--- config.mk ---
export PLATFORM = sky130hd
export DESIGN_NAME = record_header_deframer
export DESIGN_NICKNAME = d
export VERILOG_FILES = /design/src/sv/rhd_pkg.sv /design/src/sv/rhd_cfg.sv /design/src/sv/rhd_parse.sv /design/src/sv/record_header_deframer.sv
export SDC_FILE = /design/constraint.sdc
export NUM_CORES = 1
export LEC_CHECK = 0
export BUFFER_PORTS_ARGS = -buffer_cell sky130_fd_sc_hd__buf_2
export CORE_MARGIN = 3
export CORE_UTILIZATION = 35
export CTS_BUF_LIST = sky130_fd_sc_hd__clkbuf_8
export CTS_CLUSTER_DIAMETER = 30
export DETAILED_ROUTE_END_ITERATION = 7
export SLEW_MARGIN = 10
export SYNTH_ARGS = -nofsm -noshare
export SYNTH_HDL_FRONTEND = slang
export SYNTH_SLANG_ARGS = --single-unit
--- constraint.sdc ---
create_clock -name clk -period 4.7 [get_ports clk]
set_input_delay 0.47 -clock clk [delete_from_list [all_inputs] [get_ports clk]]
set_output_delay 0.47 -clock clk [all_outputs]
set_load 0.01 [all_outputs]
--- src/sv/rhd_pkg.sv ---
// Shared types and constants for the record header deframer.
// No dependencies; every other file of the block imports this package.
`default_nettype none

package rhd_pkg;

    localparam int DATA_W      = 8;
    localparam int GROUP_W     = 7;
    localparam int ID_W        = 14;
    localparam int LEN_W       = 28;
    localparam int OFF_W       = 32;
    localparam int M_TDATA_W   = 80;
    localparam int M_TUSER_W   = 2;
    localparam int APB_ADDR_W  = 3;
    localparam int APB_DATA_W  = 32;

    localparam int ID_GROUPS_DEF     = 2;
    localparam int LENGTH_GROUPS_DEF = 4;
    localparam int POSITION_BITS_DEF = 32;

    localparam logic [ID_W-1:0] CELL_LOW_RST  = ID_W'(1);
    localparam logic [ID_W-1:0] CELL_HIGH_RST = ID_W'(11);

    // register indexes, taken from paddr[2]
    localparam logic REG_CELL_LOW  = 1'b0;
    localparam logic REG_CELL_HIGH = 1'b1;

    // m_tdata field positions, lowest bit first
    localparam int TD_ID_LSB    = 0;
    localparam int TD_LEN_LSB   = TD_ID_LSB + ID_W;
    localparam int TD_OFF_LSB   = TD_LEN_LSB + LEN_W;
    localparam int TD_TRUNC_BIT = TD_OFF_LSB + OFF_W;

    // m_tuser bit positions
    localparam int TU_REC_BIT  = 0;
    localparam int TU_CELL_BIT = 1;

    typedef struct packed {
        logic [ID_W-1:0] low;
        logic [ID_W-1:0] high;
    } rhd_cell_range_t;

    typedef struct packed {
        logic             valid;
        logic             record_valid;
        logic [ID_W-1:0]  header_id;
        logic [LEN_W-1:0] record_length;
        logic [OFF_W-1:0] content_offset;
        logic             is_cell;
        logic             stream_end;
        logic             truncated;
    } rhd_result_t;

endpackage

`default_nettype wire

--- src/sv/rhd_cfg.sv ---
// APB-style register file for the cell id range.
// Depends on rhd_pkg.
`default_nettype none

module rhd_cfg
(
    input  wire logic                          clk,
    input  wire logic                          rst_n,
    input  wire logic                          psel,
    input  wire logic                          penable,
    input  wire logic                          pwrite,
    input  wire logic [rhd_pkg::APB_ADDR_W-1:0] paddr,
    input  wire logic [rhd_pkg::APB_DATA_W-1:0] pwdata,
    output logic      [rhd_pkg::APB_DATA_W-1:0] prdata,
    output logic                               pready,
    output rhd_pkg::rhd_cell_range_t            cell_range
);
    import rhd_pkg::*;

    logic [ID_W-1:0] cell_low_reg;
    logic [ID_W-1:0] cell_high_reg;
    logic            wr_en;

    assign pready = 1'b1;
    assign wr_en  = psel && penable && pwrite && pready;

    always_ff @(posedge clk or negedge rst_n)
    begin
        if (!rst_n)
        begin
            cell_low_reg  <= CELL_LOW_RST;
            cell_high_reg <= CELL_HIGH_RST;
        end
        else if (wr_en)
        begin
            unique case (paddr[2])
                REG_CELL_LOW:  cell_low_reg  <= pwdata[ID_W-1:0];
                REG_CELL_HIGH: cell_high_reg <= pwdata[ID_W-1:0];
                default:       ;
            endcase
        end
    end

    always_comb
    begin
        unique case (paddr[2])
            REG_CELL_LOW:  prdata = APB_DATA_W'(cell_low_reg);
            REG_CELL_HIGH: prdata = APB_DATA_W'(cell_high_reg);
            default:       prdata = '0;
        endcase
    end

    assign cell_range.low  = cell_low_reg;
    assign cell_range.high = cell_high_reg;

endmodule

`default_nettype wire

--- src/sv/rhd_parse.sv ---
// Header decoder: holds the parse state and works out one byte per step.
// Depends on rhd_pkg; fed from the input register of the top level.
`default_nettype none

module rhd_parse
#(
    parameter int ID_GROUPS     = rhd_pkg::ID_GROUPS_DEF,
    parameter int LENGTH_GROUPS = rhd_pkg::LENGTH_GROUPS_DEF,
    parameter int POSITION_BITS = rhd_pkg::POSITION_BITS_DEF
)
(
    input  wire logic                        clk,
    input  wire logic                        rst_n,
    input  wire logic                        step,
    input  wire logic [rhd_pkg::DATA_W-1:0]  data_byte,
    input  wire logic                        last_byte,
    input  rhd_pkg::rhd_cell_range_t          cell_range,
    output rhd_pkg::rhd_result_t              result
);
    import rhd_pkg::*;

    localparam int MAX_GROUPS = (ID_GROUPS > LENGTH_GROUPS) ? ID_GROUPS : LENGTH_GROUPS;
    localparam int GI_W       = (MAX_GROUPS > 2) ? $clog2(MAX_GROUPS) : 1;
    localparam int SH_W       = $clog2(GROUP_W * (2 ** GI_W));

    typedef enum logic [2:0] {
        PH_ID   = 3'b001,
        PH_LEN  = 3'b010,
        PH_SKIP = 3'b100
    } phase_t;

    phase_t                   phase_reg,   phase_next;
    logic [GI_W-1:0]          gi_reg,      gi_next;
    logic [ID_W-1:0]          id_reg,      id_next;
    logic [LEN_W-1:0]         len_reg,     len_next;
    logic [LEN_W-1:0]         skip_reg,    skip_next;
    logic [POSITION_BITS-1:0] pos_reg,     pos_next;

    logic [GROUP_W-1:0]       grp;
    logic                     more;
    logic [GI_W:0]            gi_inc;
    logic [SH_W-1:0]          shamt;
    logic [LEN_W-1:0]         shifted;
    logic [ID_W-1:0]          id_new;
    logic [LEN_W-1:0]         len_new;
    logic [LEN_W-1:0]         skip_dec;
    logic                     id_done;
    logic                     len_done;
    logic                     rec_valid;
    logic [ID_W-1:0]          rec_id;
    logic [LEN_W-1:0]         rec_len;
    logic                     res_valid;
    logic                     res_trunc;

    assign grp      = data_byte[GROUP_W-1:0];
    assign more     = data_byte[DATA_W-1];
    assign gi_inc   = {1'b0, gi_reg} + 1'b1;
    assign shamt    = SH_W'(GROUP_W * int'(gi_reg));
    assign shifted  = LEN_W'(grp) << shamt;
    assign id_new   = ((gi_reg == '0) ? '0 : id_reg) | shifted[ID_W-1:0];
    assign len_new  = len_reg | shifted;
    assign skip_dec = skip_reg - 1'b1;
    assign id_done  = !more || (gi_inc >= (GI_W+1)'(ID_GROUPS));
    assign len_done = !more || (gi_inc >= (GI_W+1)'(LENGTH_GROUPS));
    assign pos_next = pos_reg + 1'b1;

    always_comb
    begin
        phase_next = phase_reg;
        gi_next    = gi_reg;
        id_next    = id_reg;
        len_next   = len_reg;
        skip_next  = skip_reg;
        rec_valid  = 1'b0;
        rec_id     = id_reg;
        rec_len    = '0;
        res_valid  = 1'b0;
        res_trunc  = 1'b0;

        unique case (phase_reg)
            PH_ID:
            begin
                id_next   = id_new;
                rec_id    = id_new;
                res_valid = last_byte;
                res_trunc = 1'b1;
                if (id_done)
                begin
                    phase_next = PH_LEN;
                    gi_next    = '0;
                    len_next   = '0;
                    rec_valid  = 1'b1;
                end
                else
                begin
                    gi_next = gi_inc[GI_W-1:0];
                end
            end
            PH_LEN:
            begin
                rec_valid = 1'b1;
                res_valid = last_byte;
                if (len_done)
                begin
                    rec_len   = len_new;
                    res_valid = 1'b1;
                    res_trunc = last_byte && (len_new != '0);
                    gi_next   = '0;
                    skip_next = len_new;
                    phase_next = (len_new != '0) ? PH_SKIP : PH_ID;
                end
                else
                begin
                    len_next  = len_new;
                    gi_next   = gi_inc[GI_W-1:0];
                    res_trunc = 1'b1;
                end
            end
            PH_SKIP:
            begin
                skip_next = skip_dec;
                if (skip_dec == '0)
                begin
                    phase_next = PH_ID;
                end
                res_valid = last_byte;
                res_trunc = (skip_dec != '0);
            end
            default:
            begin
                phase_next = PH_ID;
            end
        endcase
    end

    always_ff @(posedge clk or negedge rst_n)
    begin
        if (!rst_n)
        begin
            phase_reg <= PH_ID;
            gi_reg    <= '0;
            id_reg    <= '0;
            len_reg   <= '0;
            skip_reg  <= '0;
            pos_reg   <= '0;
        end
        else if (step)
        begin
            // a stream end puts every parse register back to its reset value
            if (last_byte)
            begin
                phase_reg <= PH_ID;
                gi_reg    <= '0;
                id_reg    <= '0;
                len_reg   <= '0;
                skip_reg  <= '0;
                pos_reg   <= '0;
            end
            else
            begin
                phase_reg <= phase_next;
                gi_reg    <= gi_next;
                id_reg    <= id_next;
                len_reg   <= len_next;
                skip_reg  <= skip_next;
                pos_reg   <= pos_next;
            end
        end
    end

    always_comb
    begin
        result.valid          = res_valid;
        result.record_valid   = rec_valid;
        result.header_id      = rec_valid ? rec_id : '0;
        result.record_length  = rec_valid ? rec_len : '0;
        result.content_offset = rec_valid ? OFF_W'(pos_next) : '0;
        result.is_cell        = rec_valid && (rec_id >= cell_range.low)
                                && (rec_id <= cell_range.high);
        result.stream_end     = last_byte;
        result.truncated      = res_trunc;
    end

endmodule

`default_nettype wire

--- src/sv/record_header_deframer.sv ---
// Top level of the record header deframer: input register, decoder, result register.
// Depends on rhd_pkg, rhd_cfg and rhd_parse.
`default_nettype none

// Takes one stream byte per cycle on the s_ side while m_tready stays high
// and reports each record header as it completes, and each stream end, as an
// item on the m_ side; a header closed by the last byte shares its item with
// the stream end. A byte is held in the input register and then decoded into
// the result register, from which its result is offered. Bytes are taken back
// to back at one per cycle while m_tready stays high; a stalled result holds
// the decoder, and one more byte waits in the input register. Bytes that
// neither close a header nor end the stream give no output. The cell id
// range registers sit at byte addresses 0 and 4.
module record_header_deframer
#(
    parameter int ID_GROUPS     = rhd_pkg::ID_GROUPS_DEF,
    parameter int LENGTH_GROUPS = rhd_pkg::LENGTH_GROUPS_DEF,
    parameter int POSITION_BITS = rhd_pkg::POSITION_BITS_DEF
)
(
    input  wire logic                           clk,
    input  wire logic                           rst_n,
    input  wire logic                           s_tvalid,
    output logic                                s_tready,
    input  wire logic [rhd_pkg::DATA_W-1:0]     s_tdata,   // [7:0] data_byte
    input  wire logic                           s_tlast,   // last_byte
    output logic                                m_tvalid,
    input  wire logic                           m_tready,
    // [13:0] header id, [41:14] record_length, [73:42] content_offset,
    // [74] truncated, [79:75] zero
    output logic      [rhd_pkg::M_TDATA_W-1:0]  m_tdata,
    output logic      [rhd_pkg::M_TUSER_W-1:0]  m_tuser,   // [0] record_valid, [1] is_cell
    output logic                                m_tlast,   // stream_end
    input  wire logic                           psel,
    input  wire logic                           penable,
    input  wire logic                           pwrite,
    input  wire logic [rhd_pkg::APB_ADDR_W-1:0] paddr,
    input  wire logic [rhd_pkg::APB_DATA_W-1:0] pwdata,
    output logic      [rhd_pkg::APB_DATA_W-1:0] prdata,
    output logic                                pready
);
    import rhd_pkg::*;

    rhd_cell_range_t    cell_range;
    rhd_result_t        result;

    logic               in_valid_reg;
    logic [DATA_W-1:0]  in_byte_reg;
    logic               in_last_reg;
    logic               step;

    logic               out_valid_reg;
    logic [ID_W-1:0]    out_id_reg;
    logic [LEN_W-1:0]   out_len_reg;
    logic [OFF_W-1:0]   out_off_reg;
    logic               out_trunc_reg;
    logic               out_rec_reg;
    logic               out_cell_reg;
    logic               out_end_reg;

    rhd_cfg u_cfg
    (
        .clk        (clk),
        .rst_n      (rst_n),
        .psel       (psel),
        .penable    (penable),
        .pwrite     (pwrite),
        .paddr      (paddr),
        .pwdata     (pwdata),
        .prdata     (prdata),
        .pready     (pready),
        .cell_range (cell_range)
    );

    // advance the decoder only when the result register can take its output
    assign step     = in_valid_reg && (!out_valid_reg || m_tready);
    assign s_tready = !in_valid_reg || step;

    always_ff @(posedge clk or negedge rst_n)
    begin
        if (!rst_n)
        begin
            in_valid_reg <= 1'b0;
        end
        else if (s_tready)
        begin
            in_valid_reg <= s_tvalid;
        end
    end

    always_ff @(posedge clk)
    begin
        if (s_tready && s_tvalid)
        begin
            in_byte_reg <= s_tdata;
            in_last_reg <= s_tlast;
        end
    end

    rhd_parse
    #(
        .ID_GROUPS     (ID_GROUPS),
        .LENGTH_GROUPS (LENGTH_GROUPS),
        .POSITION_BITS (POSITION_BITS)
    )
    u_parse
    (
        .clk        (clk),
        .rst_n      (rst_n),
        .step       (step),
        .data_byte  (in_byte_reg),
        .last_byte  (in_last_reg),
        .cell_range (cell_range),
        .result     (result)
    );

    always_ff @(posedge clk or negedge rst_n)
    begin
        if (!rst_n)
        begin
            out_valid_reg <= 1'b0;
        end
        else if (step && result.valid)
        begin
            out_valid_reg <= 1'b1;
        end
        else if (m_tready)
        begin
            out_valid_reg <= 1'b0;
        end
    end

    always_ff @(posedge clk)
    begin
        if (step && result.valid)
        begin
            out_id_reg    <= result.header_id;
            out_len_reg   <= result.record_length;
            out_off_reg   <= result.content_offset;
            out_trunc_reg <= result.truncated;
            out_rec_reg   <= result.record_valid;
            out_cell_reg  <= result.is_cell;
            out_end_reg   <= result.stream_end;
        end
    end

    assign m_tvalid = out_valid_reg;
    assign m_tdata  = M_TDATA_W'({out_trunc_reg, out_off_reg, out_len_reg, out_id_reg});
    assign m_tuser  = {out_cell_reg, out_rec_reg};
    assign m_tlast  = out_end_reg;

endmodule

`default_nettype wire

==> impl_metrics.yaml, run 1 <==
finish:
  syn_to_final_growth_pct: 18.7
  fin_nets: 1416
  drive_gt1_frac: 0.207
  finish.instance_area_sq_um: 14000
  fin_cells: 1823
  antenna_cells: 0
clock_tree:
  clk_pin_slew_ps: 50
  clk_path_buf_depth: 3
  clock-sinks: 224
  htreeDepth: 2
  worstSkewPairLatency_ps: 610
  cts_tree: "built"
  cts-root-buf: "clkbuf_8"
  cts_buffers: 59
drt:
  drc_errors: 0
  firstDrtPassIters: 5
  post_drt_wl_per_cell_um: 17.0
  drt_wl_total_um: 31000
  drt_iter0_drc: 872
  postRouteAntennaNets: 0
  drt-vias-per-instance: 5.22
  dr_total_vias: 9509
timing:
  slew_viol_final: 0
  tightestPinTransition_ps: 995
  grt_setup_unrepaired: "no"
  finalSetupTns_ps: 0
  setup-violations-final: 0
  slew_headroom: 0.335
  fin_worst_skew_ps: 34.5
  fmax_mhz: 266
  fin_crit_sh: 0.801
  finalHoldViolations: 0
  final.min_clock_period_ps: 3760
logic_synthesis:
  synthAdderAreaFrac: 0.0362
  synthMuxAreaShare: 0.0295
  synthCells: 1215
  yosys_warnings: 0
  yosys_most_used_dff: "dfrtp_1"
  synth-compound-area-share: 0.165
  synth-xor-area-share: 0.0260
  synthArstFlopShare: 0.612
  synth-simple-area-share: 0.167
  avgSynthCellArea_sq_um: 9.67
  synth_edf_count: 87
  synthDistinctLibCells: 72
  synth_seq_cells: 224
  syn_area_sq_um: 11800
  synth_top_family_by_area: "simple AND/OR/NAND/NOR gates"
  yosysSeqAreaShare: 0.514
power_and_ir_drop:
  p_sw_frac: 0.385
  intPower_mw: 4.96
  switching_power_mw: 3.10
  clockPowerShare: 0.334
  peakVddDrop_v: 0.000284
  power.density_nw_per_um2: 578
  pwr-share-seq: 0.339
  leakage_nw: 5.98
  pwr-share-comb: 0.328
global_route:
  grt_pass1_wl_um: 50100
  grt_pass1_vias: 9393
  grt_overflow: 0
  antenna_found_initial: 0
  grt_start_max_net_pins: 57
  grt_usage: 0.172
floorplan:
  die_h_um: 189
  io_pins: 169
  die_width_um: 189
  die-area_sq_um: 35800
  coreArea_sq_um: 32800
  row_count: 66
  initial_core_util: 0.359
placed_design:
  hpwl_um: 21200
  place.gp.congestion: 0.888
  place_area_sq_um: 12600
  dpl.cell_count: 1711
  portBuffers: 124
setup_path:
  crit_fanout: 14
  required_ps: 5040
  crit_type: "flop to flop"
  cp-start-kind: "flop"
  crit_path_end_kind: "flop"
  critical_path_arrival_ps: 4100
run_status:
  status: "finished, final reports clean"
worst_hold_path:
  hold_path.class: "primary input to flop"
flow_run:
  cap_violations: 0
cells in the mapped netlist (all sizes together) (4+ instances only):
cell	instances	area [sq um]
or3	7	43.8
nand3b	4	30.0
xnor2	18	165
inv	56	210
nor3	21	115
xor2	16	140
a22o	5	43.8
o21ai	132	661
buf	43	279
clkbuf	61	230
nand3	20	100
dfstp	5	131
and4	7	61.3
a21o	9	67.6
nand4	15	109
nor2	148	558
edfxtp	87	2610
and3	11	68.8
dfrtp	132	3300
nor3b	6	45.0
nor2b	5	31.3
nand2	115	432
and2	6	37.5
mux2	29	327
a21oi	57	285
ha	34	425
nand2b	7	43.8
nor4	20	159
o31ai	31	233
a31oi	40	250
a22oi	15	113
timing repair:
| item | CTS | global route |
|---|---|---|
| hold buffers | 1 | 0 |
| gates resized for setup | 0 | 0 |
| endpoints found under the hold margin | 44 | 0 |
| buffers inserted | 0 | 0 |
power groups by stage:
stage / Combinational, mW / Clock, mW / Sequential, mW
after floorplan: 1.86 / 0 / 2.73
after global placement: 2.60 / 0 / 2.76
after detailed placement: 2.64 / 0 / 2.76
after CTS: 2.65 / 2.75 / 2.73
after global routing: 2.96 / 2.87 / 2.78
final: 2.64 / 2.69 / 2.73
path summary, 6_finish.rpt:
check | slack [ps] | to | startpoint | depth (start not counted)
worst min-delay path | 50 | in_byte_reg[5]$_DFFE_PP_ | s_tdata[5] | 1
min in group asynchronous | 410 | u_parse.skip_reg[0]$_DFFE_PN0P_ | rst_n | 2
worst min register to register | 480 | u_parse.id_reg[12]$_DFFE_PN0P_ | u_parse.id_reg[12]$_DFFE_PN0P_ | 2
worst max-delay path | 940 | out_cell_reg$_DFFE_PP_ | u_parse.phase_reg[0]$_DFFE_PN1P_ | 11
max in group asynchronous | 3200 | u_parse.pos_reg[12]$_DFFE_PN0P_ | rst_n | 3
worst max register to register | 940 | out_cell_reg$_DFFE_PP_ | u_parse.phase_reg[0]$_DFFE_PN1P_ | 11
through the flow:
| stage | hold WS, ps | power [mW] | util | worst slack, ps |
|---|---|---|---|---|
| 2_1_floorplan | 174 | 4.59 | - | 1210 |
| 3_3_place_gp | 447 | 5.36 | 0.385 | 1010 |
| 3_5_place_dp | 451 | 5.40 | 0.385 | 925 |
| 4_1_cts | 3.95 | 8.14 | 0.426 | 905 |
| 5_1_grt | 7.36 | 8.61 | 0.426 | 631 |
| 6_report | 45.5 | 8.06 | 0.426 | 937 |
layer usage:
layer / track usage / wire, um
met2: 0.277 / 14600
met4: 0.0586 / 743
met1: 0.234 / 14000
met5: 0 / 0
met3: 0.0335 / 1710
cells in the final DEF, fill, tap and decap left out, types with 17 or more instances in the layout:
cell      count
inv_1        64
ha_1         34
dfrtp_1     132
a21oi_1      56
xnor2_1      17
buf_2       123
conb_1       24
edfxtp_1     87
mux2_2       29
o21ai_0     126
nand3_1      20
o31ai_1      31
clkbuf_8     63
nand2_1     115
nor3_1       19
nor2_1      147
a31oi_1      40
final cells by class:
| type | instances | area (sq um) |
|---|---|---|
| timing repair buffer | 137 | 727 |
| clock buffer | 63 | 867 |
| multi-input combinational | 853 | 5090 |
| inverter | 56 | 211 |
| sequential | 224 | 6050 |
| fill | 3234 | 18800 |
| tap | 442 | 553 |
| clock inverter | 48 | 465 |
kinds of logic (layout without fill, tap and decap cells):
kind of cell	after synthesis	after routing
simple gates	407	407
compound gates	323	323
flops	224	224
buf+inv	160	304
fa+ha+maj	34	34
xor+xnor	34	34
mux	31	31
other cells	2	24
worst max-delay path, cell delays in order, from the launching register on:
cell	delay, ps
dfstp_2	580
nor3b_1	570
nand2_1	500
a22oi_1	390
inv_1	110
ha_1	310
a21o_1	180
a21oi_1	160
o221ai_1	150
a221oi_1	310
o21ai_0	120
o311a_1	140
Power figures use the tool's default switching activity.
==> run 2: changes to the inputs <==
- clock period: 4.7 -> 3.94 ns (I/O delays scaled with it)
==> impl_metrics.yaml, run 2 (synthesis gave the netlist of run 1 again) <==
setup_path:
  crit_fanout: 14
  crit_type: "flop to flop"
  worstPathBufferInverterCount: 2
  cp_slowest_cell: "dfstp_2"
  cpPeakStageDelay_ps: 580
  cp-start-kind: "flop"
  crit_path_end_kind: "flop"
  cpLargestDelayFamily: "compound AO/OA/AOI/OAI gates"
  path_cells: "nor3b_1, buf_4, nand2_1, a22oi_1, inv_1, ha_1, a21o_1, a21oi_1, o221ai_1, a221oi_1, o21ai_0, o311a_1"
  required_ps: 4250
  critical_path_arrival_ps: 3600
power_and_ir_drop:
  p_sw_frac: 0.380
  power.density_nw_per_um2: 681
  leakage_nw: 6.00
  switching_power_mw: 3.60
  pwr-share-seq: 0.344
  clockPowerShare: 0.313
  peakVddDrop_v: 0.000279
  intPower_mw: 5.88
  pwr-share-comb: 0.343
global_route:
  grt_pass1_wl_um: 49100
  grt_overflow: 0
  grt_usage: 0.167
  antenna_found_initial: 0
  grt_start_max_net_pins: 107
  grt_pass1_vias: 9332
floorplan:
  row_count: 66
  die_h_um: 189
  initial_core_util: 0.359
  die_width_um: 189
  die-area_sq_um: 35800
  coreArea_sq_um: 32800
  io_pins: 169
placed_design:
  portBuffers: 124
  hpwl_um: 20900
  place_area_sq_um: 12700
  place.gp.congestion: 0.855
  dpl.cell_count: 1717
drt:
  drt_wl_total_um: 30800
  dr_total_vias: 9508
  post_drt_wl_per_cell_um: 16.9
  drt-vias-per-instance: 5.22
  drt_iter0_drc: 754
  firstDrtPassIters: 5
  postRouteAntennaNets: 0
  drc_errors: 0
timing:
  fin_hold_ws_ps: 31.6
  grt_setup_unrepaired: "no"
  finalSetupTns_ps: 0
  final.min_clock_period_ps: 3290
  fmax_mhz: 304
  slew_headroom: 0.302
  finalHoldViolations: 0
  fin_crit_sh: 0.836
  setup-violations-final: 0
  slew_viol_final: 0
  tightestPinTransition_ps: 1050
  fin_worst_skew_ps: 32.6
finish:
  finish.instance_area_sq_um: 13900
  fin_cells: 1822
  fill_cells: 3221
  antenna_cells: 0
  layout_common_cells: "147 x nor2_1, 132 x dfrtp_1, 126 x o21ai_0"
  syn_to_final_growth_pct: 18.5
  drive_gt1_frac: 0.199
  fin_nets: 1421
  final_common_cell: "nor2_1"
  fin_util: 0.425
clock_tree:
  postCtsResizedCells: 0
  clk_pin_slew_ps: 60
  cts_buffers: 52
  clock-sinks: 224
  cts_tree: "built"
  htreeDepth: 2
  worstSkewPairLatency_ps: 570
  cts-root-buf: "clkbuf_8"
  clk_path_buf_depth: 3
worst_hold_path:
  hold_path.class: "primary input to flop"
run_status:
  status: "finished, final reports clean"
flow_run:
  cap_violations: 0
==> run 2: changes by cell type in the layout (fill, tap and decap cells not counted), sizes merged <==
cell         before  now
bufinv            6    7
clkinv           17    9
clkinvlp         15   10
buf             136  142
inv              66   70
dlygate4sd3       1    7
clkbuf           63   58
==> run 2: stage by stage <==
step	setup slack (ps)	total power [mW]
2_1_floorplan	448	5.48
3_3_place_gp	627	6.49
3_5_place_dp	644	6.52
4_1_cts	629	9.55
5_1_grt	342	10.1
6_report	647	9.48
==> run 2: per-layer routing <==
layer | vias to the layer above | global-route usage | part of all wire
met5 | - | 0 | 0
met4 | 0 | 0.0506 | 0.024
met3 | 62 | 0.0283 | 0.054
met2 | 293 | 0.271 | 0.47
met1 | 4585 | 0.231 | 0.45
li1 | 4568 | - | -
==> run 2: worst paths after layout <==
kind	startpoint	end	cells after the start	slack (ps)
worst max-delay path	u_parse.phase_reg[0]$_DFFE_PN1P_	out_cell_reg$_DFFE_PP_	12	650
worst min-delay path	s_tdata[3]	in_byte_reg[3]$_DFFE_PP_	1	30
worst max register to register	u_parse.phase_reg[0]$_DFFE_PN1P_	out_cell_reg$_DFFE_PP_	12	650
worst min register to register	u_parse.id_reg[11]$_DFFE_PN0P_	u_parse.id_reg[11]$_DFFE_PN0P_	2	480
max in group asynchronous	rst_n	u_parse.pos_reg[12]$_DFFE_PN0P_	3	2280
min in group asynchronous	rst_n	u_parse.skip_reg[0]$_DFFE_PN0P_	2	530
==> run 2: final cells by class <==
cell class | count | area (sq um) | area share
Clock buffer | 58 | 798 | 0.0573
Clock inverter | 40 | 385 | 0.0277
Inverter | 56 | 211 | 0.0152
Multi-Input combinational cell | 853 | 5090 | 0.365
Sequential cell | 224 | 6050 | 0.434
Tap cell | 442 | 553 | 0.0397
Timing Repair Buffer | 149 | 845 | 0.0606
==> run 2: what timing repair did <==
| action | CTS | global route |
|---|---|---|
| endpoints found under the hold margin | 7 | 0 |
| hold buffers | 7 | 0 |
| buffers inserted | 0 | 0 |
==> run 2: power by group through the flow <==
stage | clock network [mW] | registers [mW] | logic [mW]
floorplan | 0 | 3.25 | 2.22
CTS | 3.04 | 3.26 | 3.25
global route | 3.16 | 3.31 | 3.63
detailed placement | 0 | 3.29 | 3.23
global placement | 0 | 3.28 | 3.20
finish | 2.97 | 3.26 | 3.25
==> run 3: changes to the inputs <==
- clock period: 3.94 -> 2.7 ns (I/O delays scaled with it)
==> impl_metrics.yaml, run 3 (synthesis gave the netlist of run 1 again) <==
run_status:
  status: "finished with violations"
  violations: "setup timing"
power_and_ir_drop:
  pwr-share-seq: 0.295
  pwr-share-comb: 0.395
  clockPowerShare: 0.310
  switching_power_mw: 5.82
  p_sw_frac: 0.366
  peakVddDrop_v: 0.000630
  power.density_nw_per_um2: 1040
  leakage_nw: 6.62
  intPower_mw: 10.1
drt:
  firstDrtPassIters: 5
  drc_errors: 0
  postRouteAntennaNets: 0
  drt_iter0_drc: 731
  drt_wl_total_um: 32700
  drt-vias-per-instance: 5.17
  dr_total_vias: 10030
  post_drt_wl_per_cell_um: 16.8
finish:
  finish.instance_area_sq_um: 15300
  final_common_cell: "nor2_1"
  syn_to_final_growth_pct: 30.3
  layout_common_cells: "147 x nor2_1, 132 x dfrtp_1, 123 x o21ai_0, 123 x buf_2, 113 x nand2_1"
  antenna_cells: 0
  fin_nets: 1534
  drive_gt1_frac: 0.283
timing:
  fin_crit_sh: 1.06
  finalSetupTns_ps: -165
  slew_viol_final: 0
  final.min_clock_period_ps: 2860
  tightestPinTransition_ps: 606
  grt_setup_unrepaired: "yes"
  setup-violations-final: 1
  fmax_mhz: 349
  fin_hold_ws_ps: 227
  slew_headroom: 0.596
  fin_worst_skew_ps: 27.2
  setup_ws_ps: -165
  finalHoldViolations: 0
setup_path:
  rr_endpoint: "out_cell_reg$_DFFE_PP_"
  cp-start-kind: "flop"
  ff2ff_path_depth: 12
  r2r-start: "u_parse.phase_reg[0]$_DFFE_PN1P_"
  startpoint: "u_parse.phase_reg[0]$_DFFE_PN1P_"
  crit_fanout: 4
  crit_type: "flop to flop"
  cp-endpoint: "out_cell_reg$_DFFE_PP_"
  required_ps: 3040
  crit_path_end_kind: "flop"
  critical_path_arrival_ps: 3210
  r2r_slack_ps: -160
floorplan:
  die-area_sq_um: 35800
  coreArea_sq_um: 32800
  die_width_um: 189
  die_h_um: 189
  io_pins: 169
  row_count: 66
  initial_core_util: 0.359
global_route:
  grt_start_max_net_pins: 55
  antenna_found_initial: 0
  grt_overflow: 0
  grt_pass1_vias: 9981
  grt_usage: 0.181
  grt_pass1_wl_um: 52500
clock_tree:
  cts_buffers: 56
  clk_pin_slew_ps: 60
  worstSkewPairLatency_ps: 610
  cts_tree: "built"
  clock-sinks: 224
  clk_path_buf_depth: 3
  htreeDepth: 2
  cts-root-buf: "clkbuf_8"
worst_hold_path:
  hold_path.class: "primary input to async pin"
placed_design:
  portBuffers: 124
  hpwl_um: 22400
  place.gp.congestion: 0.896
  pre_cts_ws_ps: -176
  place_area_sq_um: 13400
flow_run:
  cap_violations: 0
run 3: cell types whose count changed in the layout (fill, tap and decap cells not counted), moves of 9 or more:
cell / before / now
buf_4: 17 / 99
a22oi_1: 15 / 2
inv_1: 69 / 56
dlygate4sd3_1: 7 / 26
a22oi_2: 0 / 13
clkbuf_8: 58 / 67
run 3: layout make-up:
cell class / count / area [sq um]
fillers: 3097 / 17500
flip-flops and latches: 224 / 6050
multi-input cells: 853 / 5350
repair buffers: 258 / 1780
clock buffers: 67 / 922
well taps: 442 / 553
clock inverters: 39 / 458
inverters: 56 / 214
run 3: worst min-delay path by stage:
stage | from | endpoint | depth (start not counted)
floorplan | rst_n | in_valid_reg$_DFFE_PN0N_ | 0
finish | rst_n | u_parse.skip_reg[13]$_DFFE_PN0P_ | 2
global placement | rst_n | u_parse.skip_reg[13]$_DFFE_PN0P_ | 1
global route | rst_n | u_parse.skip_reg[13]$_DFFE_PN0P_ | 2
CTS | rst_n | u_parse.pos_reg[13]$_DFFE_PN0P_ | 2
detailed placement | rst_n | u_parse.skip_reg[13]$_DFFE_PN0P_ | 1
run 3: worst max-delay path: stages, from the launching register on:
cell,delay (ps)
dfstp_2,540
or3b_4,400
nor3_4,270
a22oi_2,110
inv_2,100
ha_4,200
buf_4,120
nand4_1,140
buf_4,140
o221ai_2,90
a221oi_2,270
o21ai_1,90
o311a_1,140
run 3: layer usage:
metal,routed length [um],vias to the layer above,GRT usage
met3,1790,68,0.0302
met2,15400,319,0.299
met5,0,-,0
met4,805,0,0.0586
li1,-,4803,-
met1,14600,4840,0.243
run 3: power groups by stage:
stage / Combinational [mW] / Clock (mW) / Sequential [mW]
after floorplan: 3.33 / 0 / 4.74
after global placement: 5.63 / 0 / 4.71
after detailed placement: 5.67 / 0 / 4.72
after CTS: 6.14 / 5.06 / 4.69
after global routing: 6.92 / 5.25 / 4.77
final: 6.29 / 4.94 / 4.70
run 3: what timing repair did:
item,4_1_cts,5_1_grt
endpoints found under the hold margin,90,0
pin swaps,20,12
setup endpoints to repair,1,3
gates resized for setup,38,11
setup buffers,8,1
hold buffers,26,0
run 3: stage by stage:
step | std cells | utilization | power (mW)
final | 1939 | 0.467 | 15.9
after global routing | 1939 | 0.467 | 16.9
after CTS | 1938 | 0.466 | 15.9
after detailed placement | 1798 | 0.408 | 10.4
after global placement | 1798 | 0.408 | 10.3
after floorplan | 1237 | - | 8.07
